--- src/rpr_pkg.sv ---
// ----------------------------------------------------------------------------
// rpr_pkg
// Shared types, constants and tables for the rotary position rotate block.
// ----------------------------------------------------------------------------
package rpr_pkg;

  // default parameter values
  localparam int MAX_HALF_DEF     = 128;
  localparam int CORDIC_STEPS_DEF = 24;
  localparam int POS_BITS_DEF     = 20;

  // field and port widths
  localparam int POS_W   = 20;
  localparam int VAL_W   = 32;
  localparam int HALF_W  = 8;
  localparam int RATE_W  = 40;
  localparam int RATIO_W = 32;
  localparam int CFG_W   = 40;
  localparam int IDX_W   = 2;
  localparam int IN_W    = 152;
  localparam int OUT_W   = 64;

  // datapath widths
  localparam int XY_W   = 34;
  localparam int PROD_W = 68;
  localparam int ACC_W  = 66;

  // register reset values
  localparam logic [HALF_W-1:0]  HALF_DIM_RST   = 8'd64;
  localparam logic [RATE_W-1:0]  FIRST_RATE_RST = 40'd174992710545;
  localparam logic [RATIO_W-1:0] RATE_RATIO_RST = 32'd3719287059;

  // cordic start value, gain compensation in Q2.30
  localparam logic signed [XY_W-1:0] CORDIC_GAIN = 34'sd652032874;

  typedef enum logic [IDX_W-1:0] {
    REG_HALF_DIM,
    REG_FIRST_RATE,
    REG_RATE_RATIO,
    REG_INVERSE_MODE
  } reg_idx_t;

  typedef enum logic [2:0] {
    MUL_POS_LO,
    MUL_POS_HI,
    MUL_RATE_HI,
    MUL_RATE_LO,
    MUL_AC,
    MUL_BS,
    MUL_AS,
    MUL_BC
  } mul_sel_t;

  typedef enum logic [3:0] {
    ST_IDLE,
    ST_PH_LO,
    ST_PH_HI,
    ST_RATE_HI,
    ST_RATE_LO,
    ST_SETUP,
    ST_CORDIC,
    ST_MAP,
    ST_ROT_AC,
    ST_ROT_BS,
    ST_ROT_AS,
    ST_ROT_BC,
    ST_ROT_SUM,
    ST_FINISH
  } state_t;

  // commands from controller to datapath
  typedef struct packed {
    logic     load;
    mul_sel_t mul_sel;
    logic     frac_lo;
    logic     frac_hi;
    logic     rate_a;
    logic     rate_b;
    logic     cordic_init;
    logic     cordic_step;
    logic     map;
    logic     r1_set;
    logic     r1_sub;
    logic     r2_set;
    logic     r2_add;
    logic     finish;
  } rpr_cmd_t;

  // status from datapath to controller
  typedef struct packed {
    logic cordic_last;
    logic out_free;
  } rpr_status_t;

  // arctangent of 2^-k in Q0.32 turns
  function automatic logic [31:0] atan_turn(input logic [4:0] k);
    logic [31:0] t;
    case (k)
      5'd0:  t = 32'h20000000;
      5'd1:  t = 32'h12E4051E;
      5'd2:  t = 32'h09FB385B;
      5'd3:  t = 32'h051111D4;
      5'd4:  t = 32'h028B0D43;
      5'd5:  t = 32'h0145D7E1;
      5'd6:  t = 32'h00A2F61E;
      5'd7:  t = 32'h00517C55;
      5'd8:  t = 32'h0028BE53;
      5'd9:  t = 32'h00145F2F;
      5'd10: t = 32'h000A2F98;
      5'd11: t = 32'h000517CC;
      5'd12: t = 32'h00028BE6;
      5'd13: t = 32'h000145F3;
      5'd14: t = 32'h0000A2FA;
      5'd15: t = 32'h0000517D;
      5'd16: t = 32'h000028BE;
      5'd17: t = 32'h0000145F;
      5'd18: t = 32'h00000A30;
      5'd19: t = 32'h00000518;
      5'd20: t = 32'h0000028C;
      5'd21: t = 32'h00000146;
      5'd22: t = 32'h000000A3;
      5'd23: t = 32'h00000051;
      5'd24: t = 32'h00000029;
      5'd25: t = 32'h00000014;
      5'd26: t = 32'h0000000A;
      5'd27: t = 32'h00000005;
      5'd28: t = 32'h00000003;
      5'd29: t = 32'h00000001;
      5'd30: t = 32'h00000001;
      default: t = 32'h00000000;
    endcase
    return t;
  endfunction

endpackage

--- src/rpr_ctrl.sv ---
// ----------------------------------------------------------------------------
// rpr_ctrl
// Sequencer that steps one item through phase, cordic and rotation.
// ----------------------------------------------------------------------------
module rpr_ctrl (
  input  logic                clk,
  input  logic                rst,
  input  logic                s_tvalid,
  output logic                s_tready,
  input  rpr_pkg::rpr_status_t status,
  output rpr_pkg::rpr_cmd_t   cmd
);
  import rpr_pkg::*;

  state_t state, state_next;

  // state register
  always_ff @(posedge clk) begin
    if (rst) begin
      state <= ST_IDLE;
    end else begin
      state <= state_next;
    end
  end

  // next state and commands
  always_comb begin
    state_next = state;
    cmd        = '0;
    s_tready   = 1'b0;
    unique case (state)
      ST_IDLE: begin
        // no transfer is taken while reset is held
        s_tready = !rst;
        if (s_tvalid && !rst) begin
          cmd.load   = 1'b1;
          state_next = ST_PH_LO;
        end
      end
      ST_PH_LO: begin
        cmd.mul_sel = MUL_POS_LO;
        state_next  = ST_PH_HI;
      end
      ST_PH_HI: begin
        cmd.mul_sel = MUL_POS_HI;
        cmd.frac_lo = 1'b1;
        state_next  = ST_RATE_HI;
      end
      ST_RATE_HI: begin
        cmd.mul_sel = MUL_RATE_HI;
        cmd.frac_hi = 1'b1;
        state_next  = ST_RATE_LO;
      end
      ST_RATE_LO: begin
        cmd.mul_sel = MUL_RATE_LO;
        cmd.rate_a  = 1'b1;
        state_next  = ST_SETUP;
      end
      ST_SETUP: begin
        cmd.rate_b      = 1'b1;
        cmd.cordic_init = 1'b1;
        state_next      = ST_CORDIC;
      end
      ST_CORDIC: begin
        cmd.cordic_step = 1'b1;
        if (status.cordic_last) begin
          state_next = ST_MAP;
        end
      end
      ST_MAP: begin
        cmd.map    = 1'b1;
        state_next = ST_ROT_AC;
      end
      ST_ROT_AC: begin
        cmd.mul_sel = MUL_AC;
        state_next  = ST_ROT_BS;
      end
      ST_ROT_BS: begin
        cmd.mul_sel = MUL_BS;
        cmd.r1_set  = 1'b1;
        state_next  = ST_ROT_AS;
      end
      ST_ROT_AS: begin
        cmd.mul_sel = MUL_AS;
        cmd.r1_sub  = 1'b1;
        state_next  = ST_ROT_BC;
      end
      ST_ROT_BC: begin
        cmd.mul_sel = MUL_BC;
        cmd.r2_set  = 1'b1;
        state_next  = ST_ROT_SUM;
      end
      ST_ROT_SUM: begin
        cmd.r2_add = 1'b1;
        state_next = ST_FINISH;
      end
      ST_FINISH: begin
        if (status.out_free) begin
          cmd.finish = 1'b1;
          state_next = ST_IDLE;
        end
      end
      default: begin
        state_next = ST_IDLE;
      end
    endcase
  end

`ifndef ASSERT_OFF
  // an accepted item leaves the idle state at once
  a_leave_idle: assert property (@(posedge clk) disable iff (rst)
    (s_tvalid && s_tready) |=> (state == ST_PH_LO))
    else $error("controller did not start on accepted item");

  // results are only written into a free output slot
  a_finish_free: assert property (@(posedge clk) disable iff (rst)
    cmd.finish |-> status.out_free)
    else $error("finish issued while output slot busy");

  // the cordic loop only ends through the map step
  a_cordic_exit: assert property (@(posedge clk) disable iff (rst)
    (state == ST_CORDIC && status.cordic_last) |=> (state == ST_MAP))
    else $error("cordic exit skipped map step");
`endif

endmodule

--- config.mk ---
export PLATFORM = sky130hd
export DESIGN_NAME = rpr_ctrl
export DESIGN_NICKNAME = d
export VERILOG_FILES = /design/src/rpr_pkg.sv /design/src/rpr_ctrl.sv
export SDC_FILE = /design/constraint.sdc
export NUM_CORES = 1
export LEC_CHECK = 0
export ABC_AREA = 1
export BUFFER_PORTS_ARGS = -buffer_cell sky130_fd_sc_hd__buf_4
export CAP_MARGIN = 20
export CORE_AREA = 8 8 45 47
export DETAILED_ROUTE_END_ITERATION = 16
export DIE_AREA = 0 0 53 55
export GPL_ROUTABILITY_DRIVEN = 0
export PLACE_DENSITY = 0.59
export SYNTH_ARGS = -nofsm -noshare
export SYNTH_HDL_FRONTEND = slang
export SYNTH_SLANG_ARGS = --single-unit
--- constraint.sdc ---
create_clock -name clk -period 2.6 [get_ports clk]
set_input_delay 0.39 -clock clk [delete_from_list [all_inputs] [get_ports clk]]
set_output_delay 0.39 -clock clk [all_outputs]
set_load 0.1 [all_outputs]
After elaboration in Yosys (flattened, before gate mapping). Cells that the tools add are included. W data, S select, Z words.

Add/sub/neg operators: 0. $mul: 0. Div/mod/pow operators: 0. Magnitude comparators: 0. Equality and inequality tests: 16. Shifts and indexed selects: 0. Mux-type cells: 20. Bitwise operators: 0. Reduce and logical (&&, ||, !) cells: 4.

Operators with widths (number): $pmux W4 S14 (1); $eq A4 B4 Y1 const B (6); $pmux W3 S7 (1); $eq A4 B3 Y1 const B (4); $mux W1 (14); $mux W4 (3); $eq A4 B2 Y1 const B (2); $ne A2 B2 Y1 const B (3); $eq A4 B1 Y1 const B (1); $logic_not A4 Y1 (1); $reduce_and A3 Y1 (1); $mux W2 (1); $logic_and A1 B1 Y1 (1); $logic_not A1 Y1 (1).

Flip-flop bits (word level): 4. Latch bits: 0. Bits in writable memories: 0. Bits in read-only memories: 0. Input bits: 5. Output and inout bits: 17. Memories kept: 0.

Logic depth before layout (Yosys ltp). Gate-level depths: netlist of the first run.

Word-level depth: 4. Gate-level depth with buffers: 7. Depth with buffers taken out: 7.

Least setup slack after synthesis of the first run. Ideal clock, no wire load.

Path type: register to output. From: register state[3]. To: output cmd[13] (netlist bit). Arrival: 4218 ps. Data required time: 2210 ps. Path slack: -2008 ps. Cell stages (with the launch flop): 5. Path buffers: 0. Path through: dfxtp_1 > inv_1 > nor2_1 > inv_1 > o21ai_0.

RTL lines: from (decl) (line rpr_ctrl.sv:15) `state_t state, state_next;`; from (signal assigned) (line rpr_ctrl.sv:22) `state <= state_next;`; to (decl) (line rpr_ctrl.sv:11) `output rpr_pkg::rpr_cmd_t cmd`.

==> reports/metrics.yaml, run 1 <==
first_iter_violations: 7
start_util: 0.252
hold_depth: 2
start_kind: "register"
drive_gt1_frac: 0.432
yosysWarnings: 0
first_global_vias: 413
fin_nets: 95
dieArea_mm2: 0.00292
synth_area_um2: 349
crit_type: "reg2out"
syn2layout_area_growth_pct: 62.4
rows: 14
min_period_ps: 1870
internal-power_uw: 156
hold_violations: 0
synth_cell_types: 17
netSwitchingFraction: 0.528
regMostFlops: "state"
htreeDepth: 1
cellLeakagePower_nw: 0.319
viasPerCell: 4.21
fin_util: 0.410
slew_headroom: 0.813
ios: 22
core_mm2: 0.00138
synthCells: 65
clkLatencyLatePin_ps: 230
synth.net_count: 70
switching_power_uw: 174
clk_path_buf_depth: 2
cp-end-kind: "output port"
reg2reg_depth: 6
top_regs: "state x4"
min_path_type: "in2reg"
critPathMaxFanout: 6
timing.rr.end: "state[2]"
num_vias: 438
hold-path-endpoint: "state[0]"
pwr-share-clk: 0.226
worstReg2RegStart: "state[2]"
cap_violations: 0
n_fill_cell: 161
largest_reg_flops: 4
port_buffers: 21
comb_power_share: 0.549
whs_ps: 364
worstHoldStart: "rst"
postCtsSetupBuffers: 0
grt_use_total: 0.0705
dr.pass1.iters: 4
grt_overflow: 0
finalSetupTns_ps: 0
grt_pass1_wl_um: 1610
reg2reg_slack_ps: 1500
ys_seq_elements: 4
synth_area_per_cell_um2: 5.37
ant_nets: 0
p_seq_frac: 0.225
tightest_slew_ps: 283
drv_slew: 0
clockRootBuffer: "clkbuf_4"
wl_um: 1070
antenna_found_initial: 0
rsz0062_at_grt: "false"
drc: 0
max_clock_freq_mhz: 535
grt_max_degree: 7
die_h_um: 55
p_total_uw: 330
max-vdd-ir-drop_mv: 0.266
clock_sinks: 4
clk_pin_slew_worst_paths_ps: 40
cts_resized: 0
outcome: "completed"
cts_hold_buf: 0
antenna_cells: 0
clock_skew_ps: 0.390
cts_tree: "built"
timing.final.crit_share: 0.719
chipWidth_um: 53
dp_hpwl_um: 937
avgRoutedWirePerCell_um: 10.3
cts_made_buffers: 3
ys_seq_area_frac: 0.229
finalSetupViolations: 0
crit_required_ps: 2210
cp_data_arrival_time_ps: 1480
power_density_mw_per_mm2: 582
[final cells by class]
type / instances / area (µm²) / area share
Clock buffer: 3 / 22.5 / 0.0397
Inverter: 15 / 56.3 / 0.0993
Multi-Input combinational cell: 45 / 230 / 0.406
Sequential cell: 4 / 80.1 / 0.141
Tap cell: 16 / 20.0 / 0.0353
Timing Repair Buffer: 21 / 158 / 0.278
[metal layers]
metal | vias up | track usage | part of all wire
met2 | 16 | 0.121 | 0.43
met4 | 0 | 0.0259 | 0
met3 | 0 | 0.0241 | 0.11
met1 | 178 | 0.0789 | 0.46
li1 | 244 | - | -
met5 | - | 0 | 0
[logic make-up (layout without fill, tap and decap cells)]
logic type | Yosys count | count (layout) | share of synthesized area
buffers and inverters | 16 | 39 | 0.183
AOI/OAI and AO/OA | 5 | 5 | 0.0788
and+or+nand+nor | 40 | 40 | 0.509
DFF | 4 | 4 | 0.229
[worst max-delay path, cell delays in order (launching register included)]
cell     delay [ps]
dfxtp_1         450
inv_2            60
nor2_2          130
inv_2            70
nor2_2          120
nor2_1           60
o21ai_2          50
buf_4           300
[cells in the final DEF, fill, tap and decap left out, drive strengths merged]
cell / Yosys / routed
nand2: 11 / 11
nand3b: 1 / 1
nand3: 4 / 4
o21ai: 4 / 4
buf: 1 / 21
nor3: 1 / 1
a211oi: 1 / 1
nor4: 1 / 1
nor2: 21 / 21
nand4: 1 / 1
clkbuf: 0 / 3
inv: 15 / 15
dfxtp: 4 / 4
[through the flow]
stage,cells,worst slack (ps),area [µm²]
2_1_floorplan,65,-285,374
5_1_grt,104,595,567
3_3_place_gp,101,944,544
6_report,104,731,567
4_1_cts,104,718,567
3_5_place_dp,101,973,544
[cells in the mapped netlist]
cell | n | share of area
nand2_1 | 10 | 0.11
o21ai_0 | 3 | 0.043
nand3b_1 | 1 | 0.022
o21ai_1 | 1 | 0.014
dfxtp_1 | 4 | 0.23
a211oi_1 | 1 | 0.022
inv_1 | 13 | 0.14
nor2_1 | 19 | 0.20
nand3_1 | 3 | 0.043
nor2_2 | 2 | 0.036
buf_4 | 1 | 0.022
nand3_2 | 1 | 0.029
nor3_1 | 1 | 0.014
inv_2 | 2 | 0.022
nand4_1 | 1 | 0.018
nand2_2 | 1 | 0.018
nor4_1 | 1 | 0.018
[how the worst max path moves through the flow]
stage | start | to
final | state[2] | cmd[13]
after global routing | state[2] | cmd[13]
after CTS | state[2] | cmd[12]
after detailed placement | state[2] | cmd[12]
after global placement | state[2] | cmd[12]
after floorplan | state[3] | cmd[13]
[power groups by stage]
stage          Sequential (mW)  Clock [mW]  Combinational, mW
2_1_floorplan           0.0736           0              0.148
3_3_place_gp            0.0747           0              0.182
3_5_place_dp            0.0750           0              0.182
4_1_cts                 0.0739      0.0796              0.182
5_1_grt                 0.0750      0.0830              0.192
6_report                0.0741      0.0745              0.181
Note: power is estimated with default switching activity, not from simulation.
==> run 2, diff against run 1 <==
==> constraint.sdc (replaced) <==
create_clock -name clk -period 1.94 [get_ports clk]
set_input_delay 0.291 -clock clk [delete_from_list [all_inputs] [get_ports clk]]
set_output_delay 0.291 -clock clk [all_outputs]
set_load 0.1 [all_outputs]
==> reports/metrics.yaml, run 2 (synthesized netlist as in run 1, its figures left out) <==
cp_data_arrival_time_ps: 1550  # +70 ps
port_buffers: 21  # unchanged
cts_tree: "built"
chipWidth_um: 53  # unchanged
rows: 14  # unchanged
ant_nets: 0  # unchanged
cap_violations: 0  # unchanged
clock_skew_ps: 0.420  # +0.0304 ps
htreeDepth: 1  # unchanged
p_total_uw: 461  # +40%
path_common_cell: "inv_1"
dieArea_mm2: 0.00292  # unchanged
hold_violations: 0  # unchanged
min_period_ps: 1840
cts_resized: 0  # unchanged
ios: 22  # unchanged
final_cell_mix: "buf_4 (21), inv_1 (13), nand2_1 (10), nor2_1 (9), nor2_2 (7)"
die_h_um: 55  # unchanged
finalSetupViolations: 0  # unchanged
wl_um: 1130  # +5.3%
crit_type: "reg2out"
clk_path_buf_depth: 2  # unchanged
reg2reg_slack_ps: 830  # -670 ps
first_iter_violations: 11  # +4
cp-startpoint: "state[3]"
layout_commonest_cell: "buf_4"
reg2reg_depth: 4  # -2
core_mm2: 0.00138  # unchanged
slowest_delay_ps: 440  # about the same
top_regs: "state x4"
rsz0062_at_grt: "false"
cts_hold_buf: 0  # unchanged
power_density_mw_per_mm2: 743  # +28%
clk_pin_slew_worst_paths_ps: 40  # about the same
worstHoldStart: "rst"
timing.rr.end: "state[0]"
viasPerCell: 4.45  # +5.7%
crit_slowest_cell: "dfxtp_1"
n_fill_cell: 158  # -1.9%
start_kind: "register"
fin_util: 0.448  # +0.0389
placed_area_um2: 597  # +9.7%
avgRoutedWirePerCell_um: 10.8  # +5.3%
slew_headroom: 0.719  # -0.0939
start_util: 0.252  # unchanged
min_path_type: "in2reg"
antenna_cells: 0  # unchanged
dr.pass1.iters: 4  # unchanged
cp-end-kind: "output port"
clockRootBuffer: "clkbuf_4"
grt_max_degree: 7  # unchanged
max-vdd-ir-drop_mv: 0.367  # +38%
syn2layout_area_growth_pct: 77.8
finalSetupTns_ps: 0  # unchanged
postCtsSetupBuffers: 0  # unchanged
cts_made_buffers: 3  # unchanged
critPathMaxFanout: 6  # unchanged
grt_pass1_wl_um: 1840  # +14%
grt_overflow: 0  # unchanged
clock_sinks: 4  # unchanged
num_vias: 463  # +5.7%
hold-path-endpoint: "state[0]"
outcome: "completed"
worstReg2RegStart: "state[3]"
drc: 0  # unchanged
max_clock_freq_mhz: 544
regMostFlops: "state"
cellLeakagePower_nw: 0.321  # +0.70%
tightest_slew_ps: 421  # +138 ps
drv_slew: 0  # unchanged
stdcell_area_um2: 621  # +9.5%
largest_reg_flops: 4  # unchanged
drive_gt1_frac: 0.500  # +0.0682
fin_nets: 95  # unchanged
crit_chain: "inv_1 -> nor2_4 -> inv_1 -> o21ai_4 -> buf_4"
crit_required_ps: 1650  # -560 ps
timing.final.crit_share: 0.947
first_global_vias: 464  # +12%
hold_depth: 2  # unchanged
clkLatencyLatePin_ps: 230  # about the same
whs_ps: 270  # -94.5 ps
grt_use_total: 0.0810  # +0.0105
dp_hpwl_um: 966  # +3.1%
antenna_found_initial: 0  # unchanged
run 2: changes by cell type in the layout (fill, tap and decap cells not counted):
| cell | delta |
|---|---|
| dfxtp_1 | -1 |
| dfxtp_2 | +1 |
| nor2_1 | -5 |
| nor2_4 | +5 |
| o21ai_4 | +2 |
| o21ai_2 | -2 |
run 2: how the worst max path moves through the flow:
| stage | endpoint | slack [ps] | cells past startpoint |
|---|---|---|---|
| 6_report | cmd[13] | 100 | 5 |
| 5_1_grt | cmd[12] | 10 | 5 |
| 4_1_cts | cmd[13] | 90 | 5 |
| 3_5_place_dp | cmd[13] | 350 | 5 |
| 3_3_place_gp | cmd[12] | 350 | 7 |
| 2_1_floorplan | cmd[6] | -320 | 4 |
run 2: stage by stage:
| stage | cells | setup slack, ps |
|---|---|---|
| floorplan | 65 | -320 |
| global placement | 101 | 354 |
| detailed placement | 101 | 349 |
| CTS | 104 | 91.0 |
| global route | 104 | 10.7 |
| finish | 104 | 103 |
run 2: layout make-up:
type / count / area [µm²] / area share
multi-input combinational: 45 / 283 / 0.456
timing repair buffer: 21 / 158 / 0.254
sequential: 4 / 81.3 / 0.131
inverter: 15 / 56.3 / 0.0907
clock buffer: 3 / 22.5 / 0.0363
tap: 16 / 20.0 / 0.0323
run 2: routing by layer:
metal | global-route usage | wire length (µm) | vias to the layer above
li1 | - | - | 243
met1 | 0.0793 | 420 | 201
met2 | 0.148 | 570 | 19
met3 | 0.0294 | 136 | 0
met4 | 0.0388 | 0 | 0
met5 | 0 | 0 | -
run 2: power by group:
group          total, mW  switching (mW)  internal, mW
logic              0.261           0.208        0.0537
registers         0.0999         0.00892        0.0910
clock network     0.0998          0.0308        0.0690
total              0.461           0.247         0.214
run 2: worst max-delay path: cells and delay by family (launching register included):
| family | cells | cell delay (ps) |
|---|---|---|
| buffers and inverters | 3 | 600 |
| flip-flops | 1 | 440 |
| AO/OA/AOI/OAI | 1 | 180 |
| AND/OR/NAND/NOR | 1 | 90 |
==> run 3, diff against run 2 <==
--- a/config.mk
+++ b/config.mk
@@ -8,11 +8,13 @@
 export ABC_AREA = 1
 export BUFFER_PORTS_ARGS = -buffer_cell sky130_fd_sc_hd__buf_4
 export CAP_MARGIN = 20
-export CORE_AREA = 8 8 45 47
+export CELL_PAD_IN_SITES_DETAIL_PLACEMENT = 0
+export CELL_PAD_IN_SITES_GLOBAL_PLACEMENT = 1
+export CORE_MARGIN = 8
+export CORE_UTILIZATION = 23
 export DETAILED_ROUTE_END_ITERATION = 16
-export DIE_AREA = 0 0 53 55
 export GPL_ROUTABILITY_DRIVEN = 0
-export PLACE_DENSITY = 0.59
+export PLACE_DENSITY = 0.77
 export SYNTH_ARGS = -nofsm -noshare
 export SYNTH_HDL_FRONTEND = slang
 export SYNTH_SLANG_ARGS = --single-unit
==> reports/metrics.yaml, run 3 (synthesized netlist as in run 1, its figures left out) <==
ant_nets: 0  # unchanged
instances_no_fill: 104  # unchanged
viasPerCell: 4.49  # +0.86%
clockRootBuffer: "clkbuf_4"
cts_tree: "built"
top_regs: "state x4"
die_h_um: 55.0  # about the same
clock_sinks: 4  # unchanged
dr.pass1.iters: 4  # unchanged
rsz0062_at_grt: "false"
drive_gt1_frac: 0.489  # -0.0114
grt_overflow: 0  # unchanged
reg2reg_slack_ps: 830  # about the same
chipWidth_um: 55.0  # +3.7%
slew_headroom: 0.723  # +0.00435
min_period_ps: 1820  # -16.2 ps
crit_type: "reg2out"
critPathMaxFanout: 6  # unchanged
cellLeakagePower_nw: 0.321  # -0.15%
start_util: 0.237  # -0.0150
postCtsSetupBuffers: 0  # unchanged
clk_pin_slew_worst_paths_ps: 40  # about the same
cts_hold_buf: 0  # unchanged
power_density_mw_per_mm2: 745  # +0.34%
start_kind: "register"
layout_commonest_cell: "buf_4"
port_buffers: 21  # unchanged
first_global_vias: 432  # -6.9%
cp-end-kind: "output port"
drv_slew: 0  # unchanged
dp_hpwl_um: 977  # +1.1%
htreeDepth: 1  # unchanged
max_clock_freq_mhz: 549  # +0.89%
reg2reg_depth: 6  # +2
core_mm2: 0.00147  # +6.3%
outcome: "completed"
clock_skew_ps: 0.651  # +0.231 ps
wl_um: 1080  # -3.8%
antenna_cells: 0  # unchanged
hold_violations: 0  # unchanged
syn2layout_area_growth_pct: 77.4
regMostFlops: "state"
clkLatencyLatePin_ps: 230  # about the same
fin_util: 0.421  # -0.0275
clk_path_buf_depth: 2  # unchanged
grt_max_degree: 7  # unchanged
final_cell_mix: "buf_4 (21), inv_1 (13), nand2_1 (10), nor2_1 (9), nor2_2 (7)"
placedCellCount: 101  # unchanged
ios: 22  # unchanged
grt_use_total: 0.0817  # +0.000758
cp_data_arrival_time_ps: 1530  # -20 ps
cap_violations: 0  # unchanged
dieArea_mm2: 0.00302  # +3.6%
antenna_found_initial: 0  # unchanged
hold_depth: 2  # unchanged
min_path_type: "in2reg"
largest_reg_flops: 4  # unchanged
cts_made_buffers: 3  # unchanged
first_iter_violations: 9  # -2
crit_required_ps: 1650  # about the same
whs_ps: 250  # -20.1 ps
timing.final.crit_share: 0.939  # -0.00837
fin_nets: 95  # unchanged
finalSetupTns_ps: 0  # unchanged
num_vias: 467  # +0.86%
tightest_slew_ps: 415  # -6.51 ps
n_fill_cell: 175  # +11%
rows: 14  # unchanged
max-vdd-ir-drop_mv: 0.418  # +14%
finalSetupViolations: 0  # unchanged
grt_pass1_wl_um: 1760  # -4.1%
avgRoutedWirePerCell_um: 10.4  # -3.8%
cts_resized: 0  # unchanged
drc: 0  # unchanged
## run 3: cell count changes in the layout (fill, tap and decap cells not counted)
cell	before	now
dfxtp_1	3	4
dfxtp_2	1	0
## run 3: final timing paths
check,start,endpoint
worst max register to register,state[2],state[2]
worst max-delay path,state[2],cmd[13]
worst min-delay path,rst,state[0]
worst min register to register,state[2],state[2]
## run 3: worst max-delay path, cell delays in order (launching register included)
cell	delay [ps]
dfxtp_1	470
inv_2	70
nor2_2	150
inv_2	80
nor2_4	100
nor2_1	70
o21ai_4	50
buf_4	300
## run 3: power by group
group / leakage, nW / switching [mW] / internal, mW / total, mW
Clock: 0.0138 / 0.0326 / 0.0691 / 0.102
Sequential: 0.0327 / 0.00852 / 0.0907 / 0.0992
Combinational: 0.274 / 0.207 / 0.0536 / 0.261
Total: 0.321 / 0.248 / 0.213 / 0.462
## run 3: area by class of cell
class                   instances  area [µm²]  area share
multi-input cells              45         283       0.457
repair buffers                 21         158       0.255
flip-flops and latches          4        80.1       0.129
inverters                      15        56.3      0.0909
clock buffers                   3        22.5      0.0364
well taps                      16        20.0      0.0323
## run 3: layer usage
metal | part of all wire | routed length [µm] | vias up | GRT usage
li1 | - | - | 246 | -
met1 | 0.41 | 449 | 195 | 0.0966
met2 | 0.43 | 468 | 21 | 0.123
met3 | 0.12 | 126 | 5 | 0.0160
met4 | 0.037 | 40 | 0 | 0.0720
met5 | 0 | 0 | - | 0
## run 3: stage by stage
step                      total power [mW]  area [µm²]  worst slack (ps)
final                                0.462         619               119
after CTS                            0.469         619               112
after detailed placement             0.364         597               368
after floorplan                      0.316         427              -320
after global routing                 0.489         619              17.3
after global placement               0.363         597               366
